**src/rtl/bsa_div.sv**
```systemverilog
// Restoring divider, one quotient bit per cycle.
module bsa_div (
    input  logic        i_clk,
    input  logic        i_rst_n,
    input  logic        i_start,
    input  logic [31:0] i_dividend,
    input  logic [14:0] i_divisor,
    output logic        o_done,
    output logic [31:0] o_quo,
    output logic [14:0] o_rem
);

    logic        r_busy;
    logic        r_done;
    logic [4:0]  r_cnt;
    logic [31:0] r_quo;
    logic [14:0] r_rem;
    logic [14:0] r_dvs;

    logic [15:0] t_try;
    logic        ge;

    assign t_try = {r_rem, r_quo[31]};
    assign ge    = t_try >= {1'b0, r_dvs};

    always_ff @(posedge i_clk) begin
        if (!i_rst_n) begin
            r_busy <= 1'b0;
            r_done <= 1'b0;
            r_cnt  <= '0;
        end else begin
            r_done <= 1'b0;
            if (i_start) begin
                r_busy <= 1'b1;
                r_cnt  <= '0;
                r_quo  <= i_dividend;
                r_rem  <= '0;
                r_dvs  <= i_divisor;
            end else if (r_busy) begin
                r_rem <= ge ? 15'(t_try - {1'b0, r_dvs}) : t_try[14:0];
                r_quo <= {r_quo[30:0], ge};
                r_cnt <= r_cnt + 5'd1;
                if (r_cnt == 5'd31) begin
                    r_busy <= 1'b0;
                    r_done <= 1'b1;
                end
            end
        end
    end

    assign o_done = r_done;
    assign o_quo  = r_quo;
    assign o_rem  = r_rem;

endmodule

```
**config.mk**
```make
export PLATFORM = sky130hd
export DESIGN_NAME = bsa_div
export DESIGN_NICKNAME = d
export VERILOG_FILES = /design/src/rtl/bsa_div.sv
export SDC_FILE = /design/constraint.sdc
export NUM_CORES = 1
export LEC_CHECK = 0
export BUFFER_PORTS_ARGS = -buffer_cell sky130_fd_sc_hd__buf_2
export CAP_MARGIN = 20
export CORE_UTILIZATION = 55
export CTS_BUF_LIST = sky130_fd_sc_hd__clkbuf_8 sky130_fd_sc_hd__clkbuf_16
export DETAILED_ROUTE_END_ITERATION = 10
export GPL_ROUTABILITY_DRIVEN = 1
export PLACE_DENSITY = 0.84
export SYNTH_ARGS = -nofsm -noshare
export SYNTH_HDL_FRONTEND = slang
export SYNTH_SLANG_ARGS = --single-unit
```
**constraint.sdc**
```tcl
create_clock -name i_clk -period 4.51 [get_ports i_clk]
set_clock_uncertainty 0.2 [all_clocks]
set_input_delay 0.902 -clock i_clk [delete_from_list [all_inputs] [get_ports i_clk]]
set_output_delay 0.902 -clock i_clk [all_outputs]
set_load 0.03 [all_outputs]
```
==> flow_metrics.py <==
metrics = {
    "critical_path": {
        "crit_type": "reg2reg",
        "required_ps": 4480,
        "rr_worst_depth": 10,
        "path_max_fanout": 18,
        "critPathArrivalTime_ps": 3050,
        "startpoint_type": "flop",
        "endpoint_kind": "flop",
    },
    "final_layout": {
        "drive_gt1_frac": 0.407,
        "final_util": 0.690,
        "nets": 451,
        "area_delta_synth_final_pct": 21.8,
        "diodes": 0,
        "fin_area_um2": 4360,
    },
    "timing": {
        "rsz0062_at_grt": "no",
        "fin_crit_ps": 3080,
        "final.setup.tns_ps": 0,
        "worst_slew_pin_slew_ps": 858,
        "hold_viol_final": 0,
        "holdWs_ps": 317,
        "maxSlewViolCount": 0,
        "slew_headroom": 0.428,
        "final-setup-viol-count": 0,
        "max_freq_mhz": 325,
        "finalCritPeriodShare": 0.683,
    },
    "clock_network": {
        "cts_root_buffer": "clkbuf_8",
        "htree_levels": 3,
        "cts_resized": 0,
        "cts_tree": "built",
        "clock_latency_ps": 350,
        "cts_made_buffers": 9,
        "cts_sinks": 69,
        "post_cts.repair.setup_buffers": 0,
        "clockBufferDepth": 2,
        "clkTransAtPathRegs_ps": 80,
        "hold_buffers": 0,
    },
    "floorplanning": {
        "start_util": 0.567,
        "fp.dieW_um": 82.7,
        "core_area_um2": 6310,
        "ioPinCount": 98,
        "dieArea_um2": 6840,
        "rows": 29,
        "die_height_um": 82.7,
    },
    "grt": {
        "grt_max_degree": 45,
        "grt_pass1_wl_um": 11900,
        "first_global_vias": 2584,
        "overflow": 0,
        "gr-usage-all-layers": 0.242,
        "antenna_found_initial": 0,
    },
    "routing": {
        "dr.pass1.iters": 4,
        "via_per_inst": 5.62,
        "drc": 0,
        "detailroute.via_count": 2612,
        "routed_wirelength_um": 7710,
        "drtIter0Drc": 178,
        "wl_per_cell_um": 16.6,
        "ant_nets": 0,
    },
    "logic_synthesis": {
        "synth-simple-area-share": 0.0748,
        "synth.distinct_cells": 48,
        "yosysSeqAreaShare": 0.559,
        "synth_top_area_frac": 0.520,
        "synth_seq_cells": 69,
        "dominantRegCellSynth": "edfxtp_1",
        "synth_compound_area_frac": 0.119,
        "yosysTopAreaCell": "edfxtp_1",
        "synth.avg_cell_area_um2": 12.8,
        "synthTopCellsByArea": "edfxtp_1, mux2_2, ha_1",
        "ys_top_cells_by_count": "edfxtp_1, mux2_2, nor2_1",
        "muxShareOfSynthArea": 0.126,
        "synth_edf_count": 62,
        "synthAdderAreaFrac": 0.0650,
        "ys_warn_count": 0,
        "synth_nets": 348,
        "synth_xor_area_frac": 0.0245,
        "synth_cells": 280,
        "syn_area_um2": 3580,
        "async_reset_ff_frac": 0,
        "synth_top_family_by_area": "multiplexers",
        "synth_most_common_cell": "edfxtp_1",
    },
    "placed_design": {
        "gp_congestion": 0.831,
        "dpl_cell_area_um2": 4140,
        "dp_hpwl_um": 5550,
        "portBuffers": 97,
    },
    "run_status": {
        "status": "finished clean",
    },
    "pwr": {
        "p_leak_uw": 0.00187,
        "p_per_area_nw_per_um2": 418,
        "irDropWorstVdd_v": 0.000243,
    },
    "min_path": {
        "hold_path_class": "reg2reg",
        "min_path_cells": 2,
    },
    "flow_run": {
        "drv_cap": 0,
    },
}
-- metrics by stage --
step | power (uW) | instances | worst slack, ps
2_1_floorplan | 1160 | 280 | 1590
3_3_place_gp | 1260 | 449 | 1600
3_5_place_dp | 1270 | 449 | 1480
4_1_cts | 1830 | 465 | 1460
5_1_grt | 1900 | 465 | 1260
6_report | 1820 | 465 | 1430
-- power by group --
group | internal (uW) | switching [uW]
registers | 762 | 29.3
logic | 186 | 283
clock network | 311 | 252
-- worst max-delay path: stages (launching register included) --
cell and delay [ps]:
edfxtp_1 370, inv_1 60, ha_1 230, fa_1 400, nand2b_1 190, a21oi_1 240
o21ai_1 130, a21oi_2 320, buf_4 310, nand2_1 160, o32ai_2 280
-- logic make-up (layout without fill, tap and decap cells) --
| group | after synthesis | after routing |
|---|---|---|
| DFF | 69 | 69 |
| buffers and inverters | 27 | 135 |
| and+or+nand+nor | 59 | 59 |
| muxes | 41 | 41 |
| AOI/OAI and AO/OA | 56 | 56 |
| xor gates and xnor gates | 10 | 10 |
| adders and majority gates | 18 | 18 |
-- routing by layer --
| metal | global-route usage | wire length (um) |
|---|---|---|
| met1 | 0.292 | 3200 |
| met2 | 0.411 | 3910 |
| met3 | 0.0571 | 473 |
| met4 | 0.110 | 128 |
| met5 | 0 | 0 |
-- path summary, 6_finish.rpt --
| kind | from | end | slack, ps |
|---|---|---|---|
| worst min register to register | r_cnt[4]$_SDFFE_PP0P_ | r_cnt[4]$_SDFFE_PP0P_ | 320 |
| worst max register to register | o_quo[31]$_DFFE_PP_ | o_rem[10]$_SDFFCE_PP0P_ | 1430 |
| worst max-delay path | o_quo[31]$_DFFE_PP_ | o_rem[10]$_SDFFCE_PP0P_ | 1430 |
| worst min-delay path | r_cnt[4]$_SDFFE_PP0P_ | r_cnt[4]$_SDFFE_PP0P_ | 320 |
-- state kept, by name, indices dropped and copies added, names as in the netlist --
signal	count
r_cnt	5
r_dvs	15
o_rem	15
o_quo	32
o_done	1
r_busy	1
-- layout by cell type (no fill, tap or decap), types with 4 or more instances in the layout --
master / Yosys / final
a21o_1: 4 / 4
a21oi_1: 12 / 12
nor2_1: 26 / 26
mux2i_1: 9 / 9
edfxtp_1: 62 / 62
dfxtp_1: 7 / 7
a211oi_2: 4 / 4
ha_1: 17 / 17
nand2_1: 15 / 15
mux2_2: 32 / 32
xor2_1: 6 / 6
inv_1: 18 / 19
o21ai_1: 5 / 5
o21a_1: 6 / 5
xnor2_1: 4 / 4
buf_2: 0 / 97
clkbuf_8: 0 / 9
-- final cells by class --
type | count | area, um2
flip-flops and latches | 69 | 2000
fillers | 466 | 1950
multi-input cells | 184 | 1470
repair buffers | 100 | 508
clock buffers | 9 | 124
well taps | 77 | 96.3
clock inverters | 7 | 91.3
inverters | 19 | 71.3
Note: power is estimated with default switching activity, not from simulation.
